--- config.mk ---
export PLATFORM = sky130hd
export DESIGN_NAME = integer_to_base_digits_flat
export DESIGN_NICKNAME = d
export VERILOG_FILES = /design/src/design/ibd_pkg.sv /design/src/design/ibd_stream_if.sv /design/src/design/integer_to_base_digits.sv /design/src/design/ibd_digit_row.sv /design/src/flat_wrapper.sv
export SDC_FILE = /design/constraint.sdc
export NUM_CORES = 1
export LEC_CHECK = 0
export BUFFER_PORTS_ARGS = -buffer_cell sky130_fd_sc_hd__clkbuf_2
export CAP_MARGIN = 30
export CORE_MARGIN = 5
export CORE_UTILIZATION = 50
export DETAILED_ROUTE_END_ITERATION = 8
export PLACE_DENSITY_LB_ADDON = 0.12
export SYNTH_ARGS = -nofsm -noshare
export SYNTH_HDL_FRONTEND = slang
export SYNTH_SLANG_ARGS = --single-unit
--- constraint.sdc ---
create_clock -name clk_i -period 5.9 [get_ports clk_i]
set_input_delay 0.59 -clock clk_i [delete_from_list [all_inputs] [get_ports clk_i]]
set_output_delay 0.59 -clock clk_i [all_outputs]
set_load 0.05 [all_outputs]
--- src/design/ibd_pkg.sv ---
// Shared types, constants and helpers for the integer to base digits converter.
package ibd_pkg;

  // Field and register widths fixed by the interface.
  localparam int VALUE_W    = 32;
  localparam int CHAR_W     = 7;
  localparam int RADIX_W    = 5;
  localparam int DIGIT_W    = 4;
  localparam int CFG_IDX_W  = 2;
  localparam int CFG_DATA_W = 5;

  // Configuration register indexes.
  localparam logic [CFG_IDX_W-1:0] CFG_RADIX  = 2'd0;
  localparam logic [CFG_IDX_W-1:0] CFG_SIGNED = 2'd1;

  // Radix limits and defaults.
  localparam logic [RADIX_W-1:0] RADIX_RESET = 5'd10;
  localparam logic [RADIX_W-1:0] RADIX_MIN   = 5'd2;
  localparam logic [RADIX_W-1:0] RADIX_MAX   = 5'd16;
  localparam logic [RADIX_W-1:0] DECIMAL     = 5'd10;

  // ASCII codes.
  localparam logic [CHAR_W-1:0]  CHAR_MINUS = 7'd45;
  localparam logic [CHAR_W-1:0]  CHAR_ZERO  = 7'd48;
  // 'A' minus ten, so that digit ten maps onto 'A'.
  localparam logic [CHAR_W-1:0]  CHAR_ALPHA = 7'd55;
  localparam logic [DIGIT_W-1:0] DIGIT_TEN  = 4'd10;

  // Converter sequencer states.
  typedef enum logic [2:0] {
    ST_IDLE,
    ST_CONV,
    ST_ALIGN,
    ST_SIGN,
    ST_DIGIT
  } state_e;

  // Control bundle from the sequencer to the digit row.
  typedef struct packed {
    logic clr;
    logic conv;
    logic feed;
    logic bit_in;
    logic shift;
  } row_ctrl_t;

  // Map one digit value onto its ASCII character.
  function automatic logic [CHAR_W-1:0] digit_char(input logic [DIGIT_W-1:0] d);
    logic [CHAR_W-1:0] c;
    if (d < DIGIT_TEN) begin
      c = CHAR_ZERO + CHAR_W'(d);
    end else begin
      c = CHAR_ALPHA + CHAR_W'(d);
    end
    return c;
  endfunction

endpackage

--- src/design/ibd_stream_if.sv ---
// Valid/ready stream interfaces for the input value and the output characters.
interface ibd_value_if import ibd_pkg::*; ();
  logic               valid;
  logic               ready;
  logic [VALUE_W-1:0] value;

  modport source (output valid, output value, input ready);
  modport sink   (input valid, input value, output ready);
endinterface

interface ibd_char_if import ibd_pkg::*; ();
  logic              valid;
  logic              ready;
  logic [CHAR_W-1:0] character;
  logic              last_char;

  modport source (output valid, output character, output last_char, input ready);
  modport sink   (input valid, input character, input last_char, output ready);
endinterface

--- src/design/integer_to_base_digits.sv ---
// Sequence: the conversion phase feeds the value bit-serially into the digit cell row, the
// alignment phase shifts the leading digit up to the top cell, then the sign and digits follow;
// NCELLS equals VALUE_BITS. Only one value is in flight: the input is ready only while idle,
// after the last character is taken, so output stalls also hold off the next value.
// The rate is set by the bit-serial digit cell row.
// Reset: asynchronous, active low; radix returns to ten, signed mode off, sequencer idle.
module integer_to_base_digits import ibd_pkg::*; #(
  parameter int VALUE_BITS = 32,
  parameter int MAX_DIGITS = 32
) (
  input  logic                  clk_i,
  input  logic                  rst_ni,
  input  logic                  cfg_we_i,
  input  logic [CFG_IDX_W-1:0]  cfg_idx_i,
  input  logic [CFG_DATA_W-1:0] cfg_data_i,
  ibd_value_if.sink             value_i,
  ibd_char_if.source            char_o
);

  localparam int NCELLS      = VALUE_BITS;
  localparam int LEN_W       = $clog2(NCELLS + 1);
  localparam int CONV_CYCLES = VALUE_BITS + NCELLS - 1;
  localparam int CNT_W       = $clog2(CONV_CYCLES + 1);
  localparam int REM_MAX     = (NCELLS + 1 > MAX_DIGITS) ? MAX_DIGITS : NCELLS + 1;
  localparam int REM_W       = $clog2(REM_MAX + 1);

  state_e               state_q, state_d;
  logic [RADIX_W-1:0]   radix_q;
  logic                 signed_q;
  logic [RADIX_W-1:0]   base_q;
  logic                 neg_q;
  logic [VALUE_BITS-1:0] val_q;
  logic [CNT_W-1:0]     cnt_q;
  logic [REM_W-1:0]     rem_q;

  logic                 in_acc, out_acc, out_valid;
  logic [VALUE_BITS-1:0] v_raw, v_mag;
  logic                 v_neg;
  logic [RADIX_W-1:0]   base_sel;
  logic                 conv_done, align_done;
  logic [CNT_W:0]       align_pos;
  logic [LEN_W:0]       total_chars;
  logic [REM_W-1:0]     rem_load;

  row_ctrl_t            row_ctrl;
  logic [DIGIT_W-1:0]   top_digit;
  logic [LEN_W-1:0]     row_len;

  // Request handshakes.
  assign in_acc  = value_i.valid & value_i.ready;
  assign out_acc = out_valid & char_o.ready;

  // Magnitude and base of a new request.
  always_comb begin
    v_raw = VALUE_BITS'(value_i.value);
    v_neg = signed_q & v_raw[VALUE_BITS-1];
    v_mag = v_neg ? (~v_raw + 1'b1) : v_raw;
    if (signed_q) begin
      base_sel = DECIMAL;
    end else if (radix_q < RADIX_MIN) begin
      base_sel = RADIX_MIN;
    end else if (radix_q > RADIX_MAX) begin
      base_sel = RADIX_MAX;
    end else begin
      base_sel = radix_q;
    end
  end

  // Phase completion and character count.
  always_comb begin
    conv_done   = (cnt_q == CNT_W'(CONV_CYCLES - 1));
    align_pos   = (CNT_W+1)'(row_len) + (CNT_W+1)'(cnt_q);
    align_done  = (align_pos == (CNT_W+1)'(NCELLS));
    total_chars = (LEN_W+1)'(row_len) + (LEN_W+1)'(neg_q);
    if (total_chars > (LEN_W+1)'(MAX_DIGITS)) begin
      rem_load = REM_W'(MAX_DIGITS);
    end else begin
      rem_load = REM_W'(total_chars);
    end
  end

  // Next state.
  always_comb begin
    state_d = state_q;
    case (state_q)
      ST_IDLE: begin
        if (in_acc) state_d = ST_CONV;
      end
      ST_CONV: begin
        if (conv_done) state_d = ST_ALIGN;
      end
      ST_ALIGN: begin
        if (align_done) state_d = neg_q ? ST_SIGN : ST_DIGIT;
      end
      ST_SIGN: begin
        if (out_acc) state_d = (rem_q == REM_W'(1)) ? ST_IDLE : ST_DIGIT;
      end
      ST_DIGIT: begin
        if (out_acc && (rem_q == REM_W'(1))) state_d = ST_IDLE;
      end
      default: begin
        state_d = ST_IDLE;
      end
    endcase
  end

  // Outputs of the sequencer.
  always_comb begin
    value_i.ready   = (state_q == ST_IDLE);
    out_valid       = (state_q == ST_SIGN) || (state_q == ST_DIGIT);
    row_ctrl.clr    = in_acc;
    row_ctrl.conv   = (state_q == ST_CONV);
    row_ctrl.feed   = (state_q == ST_CONV) && (cnt_q < CNT_W'(VALUE_BITS));
    row_ctrl.bit_in = val_q[VALUE_BITS-1];
    row_ctrl.shift  = ((state_q == ST_ALIGN) && !align_done) ||
                      ((state_q == ST_DIGIT) && out_acc);
  end

  assign char_o.valid     = out_valid;
  assign char_o.character = (state_q == ST_SIGN) ? CHAR_MINUS : digit_char(top_digit);
  assign char_o.last_char = (rem_q == REM_W'(1));

  // Control registers and configuration.
  always_ff @(posedge clk_i or negedge rst_ni) begin
    if (!rst_ni) begin
      state_q  <= ST_IDLE;
      radix_q  <= RADIX_RESET;
      signed_q <= 1'b0;
      cnt_q    <= '0;
      rem_q    <= '0;
    end else begin
      state_q <= state_d;
      if (cfg_we_i) begin
        case (cfg_idx_i)
          CFG_RADIX:  radix_q  <= cfg_data_i[RADIX_W-1:0];
          CFG_SIGNED: signed_q <= cfg_data_i[0];
          default: ;
        endcase
      end
      if (in_acc) begin
        cnt_q <= '0;
      end else if (state_q == ST_CONV) begin
        cnt_q <= conv_done ? '0 : cnt_q + 1'b1;
      end else if ((state_q == ST_ALIGN) && !align_done) begin
        cnt_q <= cnt_q + 1'b1;
      end
      if ((state_q == ST_ALIGN) && align_done) begin
        rem_q <= rem_load;
      end else if (out_acc) begin
        rem_q <= rem_q - 1'b1;
      end
    end
  end

  // Payload registers: the value shifts out most significant bit first.
  always_ff @(posedge clk_i) begin
    if (in_acc) begin
      val_q  <= v_mag;
      base_q <= base_sel;
      neg_q  <= v_neg;
    end else if (state_q == ST_CONV) begin
      val_q <= {val_q[VALUE_BITS-2:0], 1'b0};
    end
  end

  ibd_digit_row #(
    .NCELLS (NCELLS)
  ) u_row (
    .clk_i       (clk_i),
    .rst_ni      (rst_ni),
    .ctrl_i      (row_ctrl),
    .base_i      (base_q),
    .top_digit_o (top_digit),
    .len_o       (row_len)
  );

  // A new request always starts a fresh conversion count.
  a_start_conv: assert property (@(posedge clk_i) disable iff (!rst_ni)
    in_acc |=> (state_q == ST_CONV) && (cnt_q == '0))
    else $error("conversion did not start after an input request");

  // The last character of a run returns the block to idle.
  a_last_idle: assert property (@(posedge clk_i) disable iff (!rst_ni)
    (out_acc && char_o.last_char) |=> (state_q == ST_IDLE))
    else $error("block not idle after the last character");

  // Every emitted digit lies below the base in use.
  a_digit_range: assert property (@(posedge clk_i) disable iff (!rst_ni)
    (state_q == ST_DIGIT) |-> ({1'b0, top_digit} < base_q))
    else $error("emitted digit not below the base");

  // The digit count stays within the cell row.
  a_len_range: assert property (@(posedge clk_i) disable iff (!rst_ni)
    (state_q == ST_ALIGN) |-> ((row_len != '0) && (row_len <= LEN_W'(NCELLS))))
    else $error("digit count out of range");

  // A minus sign is only sent for a negative value.
  a_sign_neg: assert property (@(posedge clk_i) disable iff (!rst_ni)
    (state_q == ST_SIGN) |-> neg_q)
    else $error("minus sign for a non-negative value");

endmodule

--- src/design/ibd_digit_row.sv ---
// Row of radix digit cells: doubles-and-adds one input bit per cycle, skewed by cell.
module ibd_digit_row import ibd_pkg::*; #(
  parameter int NCELLS = 32
) (
  input  logic                            clk_i,
  input  logic                            rst_ni,
  input  row_ctrl_t                       ctrl_i,
  input  logic [RADIX_W-1:0]              base_i,
  output logic [DIGIT_W-1:0]              top_digit_o,
  output logic [$clog2(NCELLS+1)-1:0]     len_o
);

  localparam int LEN_W = $clog2(NCELLS + 1);
  localparam int IDX_W = $clog2(NCELLS);

  // Each input bit reaches the cells in order, cell 0 first; enable and carry travel one cell per cycle.
  logic [DIGIT_W-1:0] dig_q [NCELLS];
  logic [NCELLS-1:0]  en_q;
  logic [NCELLS-1:0]  cy_q;
  logic [LEN_W-1:0]   len_q;

  logic [NCELLS-1:0]  cell_en;
  logic [NCELLS-1:0]  cell_cout;
  logic [DIGIT_W-1:0] cell_d [NCELLS];

  // Per cell: t = 2*d + carry_in, reduced once by the base.
  always_comb begin
    logic [RADIX_W-1:0] t;
    logic               cin;
    for (int i = 0; i < NCELLS; i++) begin
      cell_en[i] = (i == 0) ? ctrl_i.feed : en_q[i];
      cin        = (i == 0) ? ctrl_i.bit_in : cy_q[i];
      t          = {dig_q[i], 1'b0} + RADIX_W'(cin);
      cell_cout[i] = (t >= base_i);
      cell_d[i]    = cell_cout[i] ? DIGIT_W'(t - base_i) : DIGIT_W'(t);
    end
  end

  // Enable line, carries and the significant digit count.
  always_ff @(posedge clk_i or negedge rst_ni) begin
    if (!rst_ni) begin
      en_q  <= '0;
      cy_q  <= '0;
      len_q <= LEN_W'(1);
    end else if (ctrl_i.clr) begin
      en_q  <= '0;
      cy_q  <= '0;
      len_q <= LEN_W'(1);
    end else if (ctrl_i.conv) begin
      en_q <= {cell_en[NCELLS-2:0], 1'b0};
      cy_q <= {cell_cout[NCELLS-2:0] & cell_en[NCELLS-2:0], 1'b0};
      // A carry reaching the first unused cell adds one significant digit.
      if ((len_q < LEN_W'(NCELLS)) && cy_q[len_q[IDX_W-1:0]]) begin
        len_q <= len_q + 1'b1;
      end
    end
  end

  // Digit storage: updated by the cells while converting, shifted up while aligning and emitting.
  always_ff @(posedge clk_i) begin
    if (ctrl_i.clr) begin
      for (int i = 0; i < NCELLS; i++) begin
        dig_q[i] <= '0;
      end
    end else if (ctrl_i.conv) begin
      for (int i = 0; i < NCELLS; i++) begin
        if (cell_en[i]) begin
          dig_q[i] <= cell_d[i];
        end
      end
    end else if (ctrl_i.shift) begin
      dig_q[0] <= '0;
      for (int i = 1; i < NCELLS; i++) begin
        dig_q[i] <= dig_q[i-1];
      end
    end
  end

  assign top_digit_o = dig_q[NCELLS-1];
  assign len_o       = len_q;

endmodule

--- src/flat_wrapper.sv ---
// flat-port wrapper written by rule: the top's interface ports become plain ports
module integer_to_base_digits_flat import ibd_pkg::*;
#(
  parameter int VALUE_BITS = 32,
  parameter int MAX_DIGITS = 32
)
  (clk_i, rst_ni, cfg_we_i, cfg_idx_i, cfg_data_i, value_i_valid, value_i_value, value_i_ready, char_o_valid, char_o_character, char_o_last_char, char_o_ready);
  ibd_value_if value_i_i ();
  ibd_char_if char_o_i ();
  input  logic clk_i;
  input  logic rst_ni;
  input  logic cfg_we_i;
  input  logic [CFG_IDX_W-1:0] cfg_idx_i;
  input  logic [CFG_DATA_W-1:0] cfg_data_i;
  input wire logic [$bits(value_i_i.valid)-1:0] value_i_valid;
  input wire logic [$bits(value_i_i.value)-1:0] value_i_value;
  output wire logic [$bits(value_i_i.ready)-1:0] value_i_ready;
  output wire logic [$bits(char_o_i.valid)-1:0] char_o_valid;
  output wire logic [$bits(char_o_i.character)-1:0] char_o_character;
  output wire logic [$bits(char_o_i.last_char)-1:0] char_o_last_char;
  input wire logic [$bits(char_o_i.ready)-1:0] char_o_ready;
  assign value_i_i.valid = value_i_valid;
  assign value_i_i.value = value_i_value;
  assign value_i_ready = value_i_i.ready;
  assign char_o_valid = char_o_i.valid;
  assign char_o_character = char_o_i.character;
  assign char_o_last_char = char_o_i.last_char;
  assign char_o_i.ready = char_o_ready;
  integer_to_base_digits #(.VALUE_BITS(VALUE_BITS), .MAX_DIGITS(MAX_DIGITS)) u_core (.clk_i(clk_i), .rst_ni(rst_ni), .cfg_we_i(cfg_we_i), .cfg_idx_i(cfg_idx_i), .cfg_data_i(cfg_data_i), .value_i(value_i_i), .char_o(char_o_i));
endmodule
Yosys cells after proc, flatten, opt, wreduce, memory -nomap -nowiden
Memory sizes are Yosys's and may differ from the RTL's. Index checks and enable logic that the tools add are counted. Widths: inputs -> output; s select.

$lt $le $gt $ge: 39. Eq/ne operators: 13. Mux-type cells: 261. Divide/modulo/power cells: 0. Reduce and logical (&&, ||, !) cells: 21. Bitwise logic cells: 69. $add $sub $neg: 72. Shift operators: 0. Multipliers: 0.

Operators by type and width (count): $mux 4 (97); $mux 32 (7); $add 5x1->5 (32); $ge 5x5->1 (32); $mux 1 (135); $sub 4x4->4 (32); $or 1x1->1 (64); $mux 6 (10); $add 32x1->32 const B (1); $not 32->32 (1); $and 31x31->31 (1); $mux 3 (7); $pmux 3 s5 (1); $add 6x4->7 const A (2); $mux 7 (2); $add 6x1->6 const B (2); $lt 6x6->1 const B (2); $ne 2x1->1 const B (4); $add 6x1->7 (1); $add 6x6->7 (1); $eq 7x6->1 const B (1); $gt 7x6->1 const B (1); $eq 3x2->1 const B (2); $eq 6x1->1 const B (1); other kinds (24) (36).

Output and inout port bits: 10. Memories kept: 1. Register bits: 129. Logic and storage cells: 489. RAM bits: 128. Bits in latches: 0. Bits in read-only memories: 0. Bits of input ports: 44.

Memories: u_core.u_row.dig_q (words 32, bits a word 4, rd ports 32, clocked after memory_dff 0, write ports 32, line ibd_digit_row.sv:17) `logic [DIGIT_W-1:0] dig_q [NCELLS];`.

Depth between registers and ports, before layout
Gate-level depths: netlist (run 1).

Depth in word-level cells: 10. Gate-level depth with buffers: 12. Gate-level depth less buffers: 8.

Modules after synthesis
From an unflattened synthesis (run 1), not the netlist that was laid out.

Cells, all modules: 1854. Area total of the unflattened synthesis: 18601.6 sq um.

Modules (own cells, without submodules): ibd_digit_row (cells an instance 1443, area an instance 14709.1 sq um, times used 1, sequential area each 5546.6 sq um); integer_to_base_digits (cells an instance 411, area an instance 3892.5 sq um, times used 1, sequential area each 1669.1 sq um).

Worst setup path before layout (run 1)
No wires, ideal clock.

Kind: register to register. Start point: reg u_core.base_q[1]. End point: mem u_core.u_row.dig_q[0][1] (data pin). Slack: 1.729 ns. Path buffers: 0. Period minus slack after synthesis: 4.171 ns. Data required time: 5.731 ns. Setup time: 0.169 ns. Arrival time: 4.002 ns. Cell stages (with the launch flop): 9. Path through: edfxtp_1 -> inv_1 -> ha_1 -> nor2b_1 -> o21ai_0 -> a31oi_1 -> o21a_1 -> or4_1 -> o31ai_1.

RTL lines: start: declaration (line integer_to_base_digits.sv:30) `logic [RADIX_W-1:0] base_q;`; start signal: assignment (line integer_to_base_digits.sv:159) `base_q <= base_sel;`; end: declaration (line ibd_digit_row.sv:17).

==> results of run 1 <==
## sequential cells by signal, summed over array words and instances, names as in the netlist
register	flops
u_core.state_q	3
u_core.u_row.dig_q	128
u_core.val_q	32
u_core.base_q	5
u_core.cnt_q	6
u_core.signed_q	1
u_core.rem_q	6
u_core.u_row.cy_q	31
u_core.u_row.len_o	6
u_core.radix_q	5
u_core.neg_q	1
u_core.u_row.en_q	31
## path summary, 6_finish.rpt
check	slack, ns	cells past startpoint	endpoint	from
setup / recovery	2.23	8	u_core.u_row.dig_q[0][83]	u_core.u_row.len_o[0]
hold / removal	0.03	1	u_core.u_row.en_q[11]	rst_ni
setup reg to reg	2.23	8	u_core.u_row.dig_q[0][83]	u_core.u_row.len_o[0]
hold reg to reg	0.51	2	u_core.u_row.en_q[7]	u_core.u_row.en_q[7]
max in group asynchronous	4.76	2	u_core.state_q[0]	rst_ni
min in group clk_i	0.27	3	u_core.radix_q[4]	cfg_data_i[4]
## where the power goes
group          internal [mW]  switching (mW)
clock network           1.07           0.732
registers               3.06           0.674
logic                   2.80            3.68
total                   6.93            5.09
## layer usage
layer,GRT usage,up-vias
met5,0,-
met4,0.0455,0
met3,0.0239,53
met2,0.353,253
met1,0.310,6514
li1,-,6492
## kinds of logic after synthesis
group           share of synthesized area
fa+ha+maj                           0.157
mux                                0.0911
compound gates                      0.172
flops                               0.397
xor+xnor                           0.0510
simple gates                       0.0957
buf+inv                            0.0369
## cell usage after synthesis (all sizes together), types with 7 or more instances
| cell type | count | area, µm² |
|---|---|---|
| mux2 | 38 | 428 |
| nand2b | 40 | 250 |
| clkbuf | 44 | 165 |
| inv | 113 | 424 |
| a22o | 42 | 368 |
| a21o | 68 | 510 |
| xnor2 | 81 | 709 |
| nor2 | 35 | 131 |
| mux4 | 7 | 158 |
| xor2 | 25 | 219 |
| nor3 | 8 | 40.0 |
| a21oi | 107 | 536 |
| fa | 33 | 661 |
| o31ai | 12 | 109 |
| buf | 16 | 82.6 |
| edfxtp | 166 | 4980 |
| mux2i | 107 | 1070 |
| nor4 | 9 | 71.3 |
| ha | 175 | 2190 |
| dfrtp | 86 | 2150 |
| o21ai | 103 | 515 |
| nand2 | 204 | 766 |
| o2bb2ai | 93 | 815 |
| nand3 | 38 | 190 |
## metrics by stage
| stage | hold WS, ns | setup WS [ns] |
|---|---|---|
| floorplan | 0.294 | 1.73 |
| global placement | 0.487 | 2.29 |
| detailed placement | 0.493 | 2.20 |
| CTS | 0.0382 | 2.21 |
| global route | 0.0593 | 1.98 |
| finish | 0.0290 | 2.23 |
## worst max-delay path: stages, from the launching register on
cell and delay [ns]:
dfstp_2 0.80, ha_1 0.27, fa_1 0.43, nor3_1 0.20
o2111ai_1 0.18, o21a_1 0.32, a21oi_4 0.64, buf_12 0.31
nand2_1 0.19
## cell type report
| type | instances | share of cell area |
|---|---|---|
| flip-flops and latches | 255 | 0.362 |
| clock inverters | 11 | 0.00402 |
| well taps | 461 | 0.0289 |
| inverters | 113 | 0.0213 |
| repair buffers | 69 | 0.0213 |
| clock buffers | 42 | 0.0440 |
| multi-input cells | 1297 | 0.519 |
==> out/metrics.cfg, run 1 <==
[clock_network]
cts.clk_slew.worst_paths_ns=0.07
clock_sinks=255
ctsResizeCount=0
clock_latency_ns=0.55
cts_root_buffer=clkbuf_16
cts_tree=done
clock_path_buffers=3
cts_buffers=29
h-tree-depth=1
cts_setup_buffers=0
cts_hold_buffers=0

[cells_and_area]
utilization=0.558
fillers=3140
drive_gt1_frac=0.101
regArea_mm2=0.00722
fin_nets=2017
syn_to_final_growth_pct=9.62
layout.cells.non_filler=2248
multi_input_area_mm2=0.0103
final_cell_mix=nand2_1 (204), ha_1 (175), edfxtp_1 (166)
layout_commonest_cell=nand2_1
insertedDiodeCount=0
final_cell_area_mm2=0.0199

[synth]
synth_flop_cell=edfxtp_1
synth-edff-count=166
yosysSeqAreaShare=0.397
ys_async_sr_fraction=0.349
yosysUniqueCellTypes=64
synth_seq_cells=255
postSynthCellCount=1725
syn_area_mm2=0.0182
synth_nets=1977
avgSynthCellArea_um2=10.5
yosysWarnings=0

[worst_setup_path]
critPathKind=flip-flop to flip-flop
crit_path_start_kind=flip-flop
critPathRequiredTime_ns=6.16
cp.arrival_ns=3.93
cp-end-kind=flip-flop
crit_fanout=42

[timing]
period_needed_ns=3.67
rsz0062_at_grt=no
period_share=0.621
setup-tns-final_ns=0
tightest_slew_ns=0.972
clock.fmax_ghz=0.273
relSlewSlack=0.352
final_hold_viol_count=0
fin_skew_ns=0.00864
finalSetupViolations=0
maxSlewViolCount=0

[placed_design]
placedInstanceArea_mm2=0.0190
port_buffers=53
dpl.hpwl_um=30200
place_congestion=0.819
dp.cells=2195

[power]
irDropWorstVdd_mv=0.509
powerDensity_mw_per_mm2=603
leakagePower_nw=8.59
total_power_mw=12.0

[floorplanning]
start_util=0.509
rows=69
core-area_mm2=0.0357
io_pins=54
die_area_mm2=0.0403
die_w_um=201
dieHeight_um=201

[grt]
grt_pass1_vias=13300
grt_first_pass_wirelength_um=71400
grt_max_degree=68
antenna_found_initial=0
grtUsageTotal=0.214
grt_overflow=0

[drt]
first_pass_iters=5
drtIter0Drc=848
totalWireLength_um=43500
dr_wl_met3_um=1680
drt-met1-wl_um=20800
met2_length_um=20200
routedWlPerCell_um=19.4
vias=13300
ant_nets=0
top_layer_used=met4
drc_errors=0
vias_per_cell=5.92

[run]
cap_viol_max_count=0

[outcome]
run_status=completed

[hold_path]
hold_path.class=primary input to async pin

(Power assumes the default switching activity.)
==> inputs of run 2 (changes only) <==
- clock period: 5.9 -> 3.6 ns (I/O delays scaled with it)
==> run 2 against run 1 <==
  * Cell area is 3.0% higher
  * Flip-flop and latch count stayed put
  * Clock power is 72% higher
  * Utilization is 1.7 points higher
  * Register-to-register slack worse by 1.7 ns
  * Maximum frequency is 18% higher
==> out/metrics.cfg, run 2 (synthesis gave the netlist of run 1 again) <==
[power]
leakagePower_nw=8.87  ; +3.2%
total_power_mw=20.7  ; +72%
clkPwrFrac=0.150  ; about the same
irDropWorstVdd_mv=0.506  ; -0.60%
p_sw_mw=8.76  ; +72%
powerDensity_mw_per_mm2=1010  ; +67%
seqPwrFrac=0.290  ; -0.021
combPwrFrac=0.561  ; +0.022
p_int_mw=12.0  ; +72%
switching_share=0.423  ; about the same

[floorplanning]
dieHeight_um=201  ; unchanged
io_pins=54  ; unchanged
die_w_um=201  ; unchanged
core-area_mm2=0.0357  ; unchanged
die_area_mm2=0.0403  ; unchanged
rows=69  ; unchanged
start_util=0.509  ; unchanged

[clock_network]
cts.clk_slew.worst_paths_ns=0.06  ; about the same
cts_root_buffer=clkbuf_16
clock_path_buffers=3  ; unchanged
cts_buffers=30  ; +3.4%
h-tree-depth=1  ; unchanged
clock_latency_ns=0.55  ; about the same
clock_sinks=255  ; unchanged
cts_tree=done

[outcome]
run_status=completed

[placed_design]
dpl.hpwl_um=29600  ; -2.2%
port_buffers=53  ; unchanged
place_ws_ns=0.542  ; -1.66 ns
place_congestion=0.824  ; +0.68%
dp.cells=2205  ; +0.46%

[drt]
drc_errors=0  ; unchanged
vias_per_cell=5.87  ; -0.95%
first_pass_iters=5  ; unchanged
vias=13300  ; -0.33%
drtIter0Drc=716  ; -16%
totalWireLength_um=42700  ; -2.0%
routedWlPerCell_um=18.9  ; -2.6%
ant_nets=0  ; unchanged

[cells_and_area]
final_cell_mix=nand2_1 (204), ha_1 (175), edfxtp_1 (166)
largest_reg_flops=128  ; unchanged
drive_gt1_frac=0.143  ; +0.0420
largestRegisters=u_core.u_row.dig_q: 128 flops, u_core.val_q: 32 flops
fin_nets=2029  ; +0.59%
layout.cells.non_filler=2262  ; +0.62%
layout_commonest_cell=nand2_1
syn_to_final_growth_pct=12.9
top_register=u_core.u_row.dig_q
regArea_mm2=0.00722  ; unchanged
insertedDiodeCount=0  ; unchanged
multi_input_area_mm2=0.0108  ; +4.5%
fillers=3053  ; -2.8%

[timing]
whs_ns=0.0259  ; -0.00312 ns
finalSetupViolations=0  ; unchanged
tightest_slew_ns=0.832  ; -0.140 ns
final_hold_viol_count=0  ; unchanged
clock.fmax_ghz=0.323  ; +18%
finalWorstSetupSlack_ns=0.501  ; -1.73 ns
period_needed_ns=3.10  ; -0.567 ns
period_share=0.861  ; +0.239
relSlewSlack=0.445  ; +0.0932
fin_skew_ns=0.0124  ; +0.00377 ns
rsz0062_at_grt=no
setup-tns-final_ns=0  ; unchanged
maxSlewViolCount=0  ; unchanged

[worst_setup_path]
critPathRequiredTime_ns=3.99  ; -2.17 ns
critPathKind=flip-flop to flip-flop
cp_top_family=compound AO/OA/AOI/OAI gates
slowest_stage=a31o_4
path_buf_inv=1  ; unchanged
crit_path_start_kind=flip-flop
crit_fanout=52  ; +24%
cp-end-kind=flip-flop
cp.arrival_ns=3.49  ; -0.44 ns
crit_chain=ha_1, fa_1, a21o_1, a21oi_1, xnor2_1, o21a_1, a31o_4, buf_4, o2bb2ai_1
critical_path.max_stage_delay_ns=0.56  ; -0.24 ns

[grt]
grtUsageTotal=0.211  ; -0.00383
grt_max_degree=68  ; unchanged
grt_pass1_vias=13500  ; +1.5%
antenna_found_initial=1  ; +1
grt_first_pass_wirelength_um=70700  ; -1.1%
grt_overflow=0  ; unchanged

[hold_path]
hold_path.class=primary input to flip-flop

[run]
cap_viol_max_count=0  ; unchanged

==> run 2: cell types whose count changed in the layout (fill, tap and decap cells not counted), sizes merged <==
| cell | before | now |
|---|---|---|
| clkinv | 8 | 12 |
| bufinv | 1 | 3 |
| dlygate4sd3 | 0 | 1 |
| inv | 114 | 111 |
| clkinvlp | 1 | 2 |
| buf | 17 | 27 |
| clkbuf | 94 | 93 |
==> run 2: path summary, 6_finish.rpt <==
path / start / endpoint / slack (ns) / depth (start not counted)
max in group asynchronous: rst_ni / u_core.u_row.en_q[29] / 2.44 / 3
worst max register to register: u_core.cnt_q[0] / u_core.u_row.dig_q[0][49] / 0.50 / 9
worst max-delay path: u_core.cnt_q[0] / u_core.u_row.dig_q[0][49] / 0.50 / 9
worst min-delay path: cfg_data_i[4] / u_core.radix_q[4] / 0.03 / 3
worst min register to register: u_core.u_row.en_q[3] / u_core.u_row.en_q[3] / 0.50 / 2
min in group asynchronous: rst_ni / u_core.cnt_q[1] / 0.37 / 2
==> run 2: metrics by stage <==
step | utilization | area (µm²)
floorplan | - | 18700
global placement | 0.546 | 19500
detailed placement | 0.546 | 19500
CTS | 0.575 | 20500
global route | 0.575 | 20500
finish | 0.575 | 20500
==> run 2: worst register-to-register path: stages, from the launching register on <==
cell       delay [ns]
dfrtp_1          0.43
ha_1             0.24
fa_1             0.41
a21o_1           0.17
a21oi_1          0.18
xnor2_1          0.18
o21a_1           0.20
a31o_4           0.56
buf_4            0.43
o2bb2ai_1        0.16
==> run 2: area by class of cell <==
cell class / instances / area share
Tap cell: 461 / 0.0281
Inverter: 113 / 0.0207
Clock inverter: 15 / 0.00774
Clock buffer: 41 / 0.0415
Sequential cell: 255 / 0.351
Multi-Input combinational cell: 1297 / 0.526
Timing Repair Buffer: 80 / 0.0242
==> run 2: metal layers <==
| layer | vias up | part of all wire | GRT usage | wire length [µm] |
|---|---|---|---|---|
| met4 | 2 | 0.016 | 0.0379 | 689 |
| met5 | - | 0.00016 | 0 | 7 |
| met1 | 6487 | 0.46 | 0.292 | 19800 |
| met3 | 58 | 0.040 | 0.0262 | 1700 |
| met2 | 238 | 0.48 | 0.361 | 20500 |
| li1 | 6483 | - | - | - |
==> run 2: power groups by stage <==
stage	logic [mW]	registers (mW)	clock network, mW
floorplan	9.38	5.67	0
global placement	11.3	6.04	0
detailed placement	11.6	6.04	0
CTS	11.7	6.00	3.16
global route	12.9	6.15	3.29
finish	11.6	6.01	3.10
==> run 2: repair_timing <==
item | 4_1_cts | 5_1_grt
endpoints found under the setup margin | 0 | 0
endpoints found under the hold margin | 34 | 0
setup buffers | 0 | 0
gates resized for setup | 0 | 0
hold buffers | 1 | 0
==> inputs of run 3 (changes only) <==
- CORE_MARGIN: 5 -> 2
- clock period: 3.6 -> 3.8 ns (I/O delays scaled with it)
==> run 3 against run 2 <==
  * Critical path depth up 1
  * Cell count up 0.13%
  * Flip-flop and latch count unchanged
  * Register-to-register slack about the same
  * Die area down 5.9%
  * First-iteration DRC count up 13%
  * Hold slack better by 0.011 ns
  * Total power down 3.9%
  * Largest power group unchanged
  * Sequential share of layout area down 0.20 points
  * Count of clock-buffer cells in the layout down 5
  * Highest routed layer is now met4
  * Non-clock buffer count up 2
  * Setup slack better by 0.015 ns
==> out/metrics.cfg, run 3 (synthesis gave the netlist of run 1 again) <==
[clock_network]
cts_tree=done
ctsResizeCount=0  ; unchanged
clock_path_buffers=3  ; unchanged
cts_buffers=31  ; +3.3%
cts.clk_slew.worst_paths_ns=0.06  ; about the same
clock_latency_ns=0.56  ; about the same
cts_setup_buffers=0  ; unchanged
clock_sinks=255  ; unchanged
h-tree-depth=1  ; unchanged
cts_root_buffer=clkbuf_16

[grt]
grt_overflow=0  ; unchanged
antenna_found_initial=0  ; -1
grt_max_degree=69  ; +1.5%
grtUsageTotal=0.230  ; +0.0198
grt_first_pass_wirelength_um=71000  ; +0.45%
grt_pass1_vias=13500  ; -0.35%

[placed_design]
place_congestion=0.801  ; -2.9%
port_buffers=53  ; unchanged
dp.cells=2207  ; +0.091%
dpl.hpwl_um=30300  ; +2.7%

[worst_setup_path]
rr_endpoint=u_core.u_row.dig_q[0][38]
crit_path_start_kind=flip-flop
crit_start=u_core.cnt_q[0]
cp.arrival_ns=3.68  ; +0.19 ns
crit_fanout=46  ; -12%
critPathRequiredTime_ns=4.20  ; +0.21 ns
critical_path.max_stage_delay_ns=0.43  ; -0.13 ns
r2r-start=u_core.cnt_q[0]
critPathKind=flip-flop to flip-flop
worstRegToRegCells=10  ; +1
slowest_stage=dfrtp_1
cp_top_family=compound AO/OA/AOI/OAI gates
r2r_setup_slack_ns=0.52  ; about the same
cp-end-kind=flip-flop
path_buf_inv=2  ; +1
crit_chain=ha_1, fa_1, a21o_1, a21oi_1, xnor2_1, o21a_1, a31o_4, buf_12, buf_4, o2bb2ai_1

[cells_and_area]
drive_gt1_frac=0.146  ; +0.00309
top_register=u_core.u_row.dig_q
largest_reg_flops=128  ; unchanged
insertedDiodeCount=0  ; unchanged
fin_nets=2032  ; +0.15%
final_cell_mix=nand2_1 (204), ha_1 (175), edfxtp_1 (166)
layout_commonest_cell=nand2_1
largestRegisters=u_core.u_row.dig_q: 128 flops, u_core.val_q: 32 flops
syn_to_final_growth_pct=13.5
layout.cells.non_filler=2265  ; +0.13%

[timing]
maxSlewViolCount=0  ; unchanged
period_share=0.864  ; +0.00351
tightest_slew_ns=0.888  ; +0.0563 ns
finalSetupViolations=0  ; unchanged
clock.fmax_ghz=0.304  ; -5.6%
final_hold_viol_count=0  ; unchanged
period_needed_ns=3.28  ; +0.185 ns
rsz0062_at_grt=no
fin_skew_ns=0.0246  ; +0.0121 ns
relSlewSlack=0.407  ; -0.0384

[run]
cap_viol_max_count=0  ; unchanged

[floorplanning]
io_pins=54  ; unchanged
die_w_um=195  ; -3.0%
core-area_mm2=0.0357  ; unchanged
die_area_mm2=0.0379  ; -5.9%
dieHeight_um=195  ; -3.0%
rows=69  ; unchanged
start_util=0.509  ; unchanged

[power]
leakagePower_nw=8.93  ; +0.73%
total_power_mw=19.9  ; -3.9%
irDropWorstVdd_mv=0.440  ; -13%
powerDensity_mw_per_mm2=964  ; -4.4%

[hold_path]
min_to=u_core.radix_q[4]
holdCritStartpoint=cfg_data_i[4]
hold_depth=3  ; unchanged
hold_path.class=primary input to flip-flop

[drt]
drc_errors=0  ; unchanged
vias=13300  ; -0.11%
first_pass_iters=5  ; unchanged
routedWlPerCell_um=19.0  ; +0.70%
totalWireLength_um=43000  ; +0.84%
drtIter0Drc=806  ; +13%
vias_per_cell=5.85  ; -0.24%
ant_nets=0  ; unchanged

[outcome]
run_status=completed

run 3: changes by cell type in the layout (fill, tap and decap cells not counted), sizes merged:
cell      previous run  this run
clkinv              12        15
inv                111       113
buf                 27        29
bufinv               3         5
clkbuf              93        88
clkinvlp             2         1
run 3: worst max path at each step:
stage | to | slack [ns] | cells past startpoint
after floorplan | u_core.u_row.dig_q[0][1] | -0.31 | 8
after global placement | u_core.u_row.dig_q[0][37] | 0.62 | 10
after detailed placement | u_core.u_row.dig_q[0][28] | 0.53 | 10
after CTS | u_core.u_row.dig_q[0][28] | 0.53 | 10
after global routing | u_core.u_row.dig_q[0][38] | 0.35 | 10
final | u_core.u_row.dig_q[0][38] | 0.52 | 10
run 3: worst reg2reg max path, cell delays in order (launching register included):
cell,delay [ns]
dfrtp_1,0.43
ha_1,0.24
fa_1,0.41
a21o_1,0.17
a21oi_1,0.17
xnor2_1,0.17
o21a_1,0.41
a31o_4,0.37
buf_12,0.30
buf_4,0.30
o2bb2ai_1,0.17
run 3: timing repair:
| item | CTS | global route |
|---|---|---|
| hold endpoints to repair | 40 | 0 |
| setup endpoints to repair | 0 | 0 |
| hold buffers | 1 | 0 |
run 3: layout make-up:
class,instances,area [µm²]
fillers,3111,15100
multi-input cells,1297,10800
flip-flops and latches,255,7220
clock buffers,36,836
well taps,461,577
repair buffers,82,526
inverters,113,424
clock inverters,21,267
run 3: through the flow:
| step | hold slack [ns] | TNS [ns] | util | cell area, µm² | setup slack, ns |
|---|---|---|---|---|---|
| after detailed placement | 0.435 | 0 | 0.547 | 19500 | 0.531 |
| after floorplan | 0.0844 | -12.49 | - | 18700 | -0.311 |
| after global routing | 0.0503 | 0 | 0.578 | 20700 | 0.348 |
| after global placement | 0.427 | 0 | 0.547 | 19500 | 0.622 |
| after CTS | 0.0145 | 0 | 0.578 | 20700 | 0.526 |
| final | 0.0364 | 0 | 0.578 | 20700 | 0.516 |
run 3: layer usage:
metal | global-route usage | wire length, µm
met4 | 0.0450 | 666
met1 | 0.316 | 20300
met2 | 0.399 | 20700
met3 | 0.0220 | 1360
met5 | 0 | 0
run 3: report_power, final:
part | switching, mW | leakage (nW) | internal (mW)
registers | 0.987 | 2.82 | 4.76
clock network | 1.24 | 0.543 | 1.92
logic | 6.21 | 5.58 | 4.80
total | 8.43 | 8.93 | 11.5
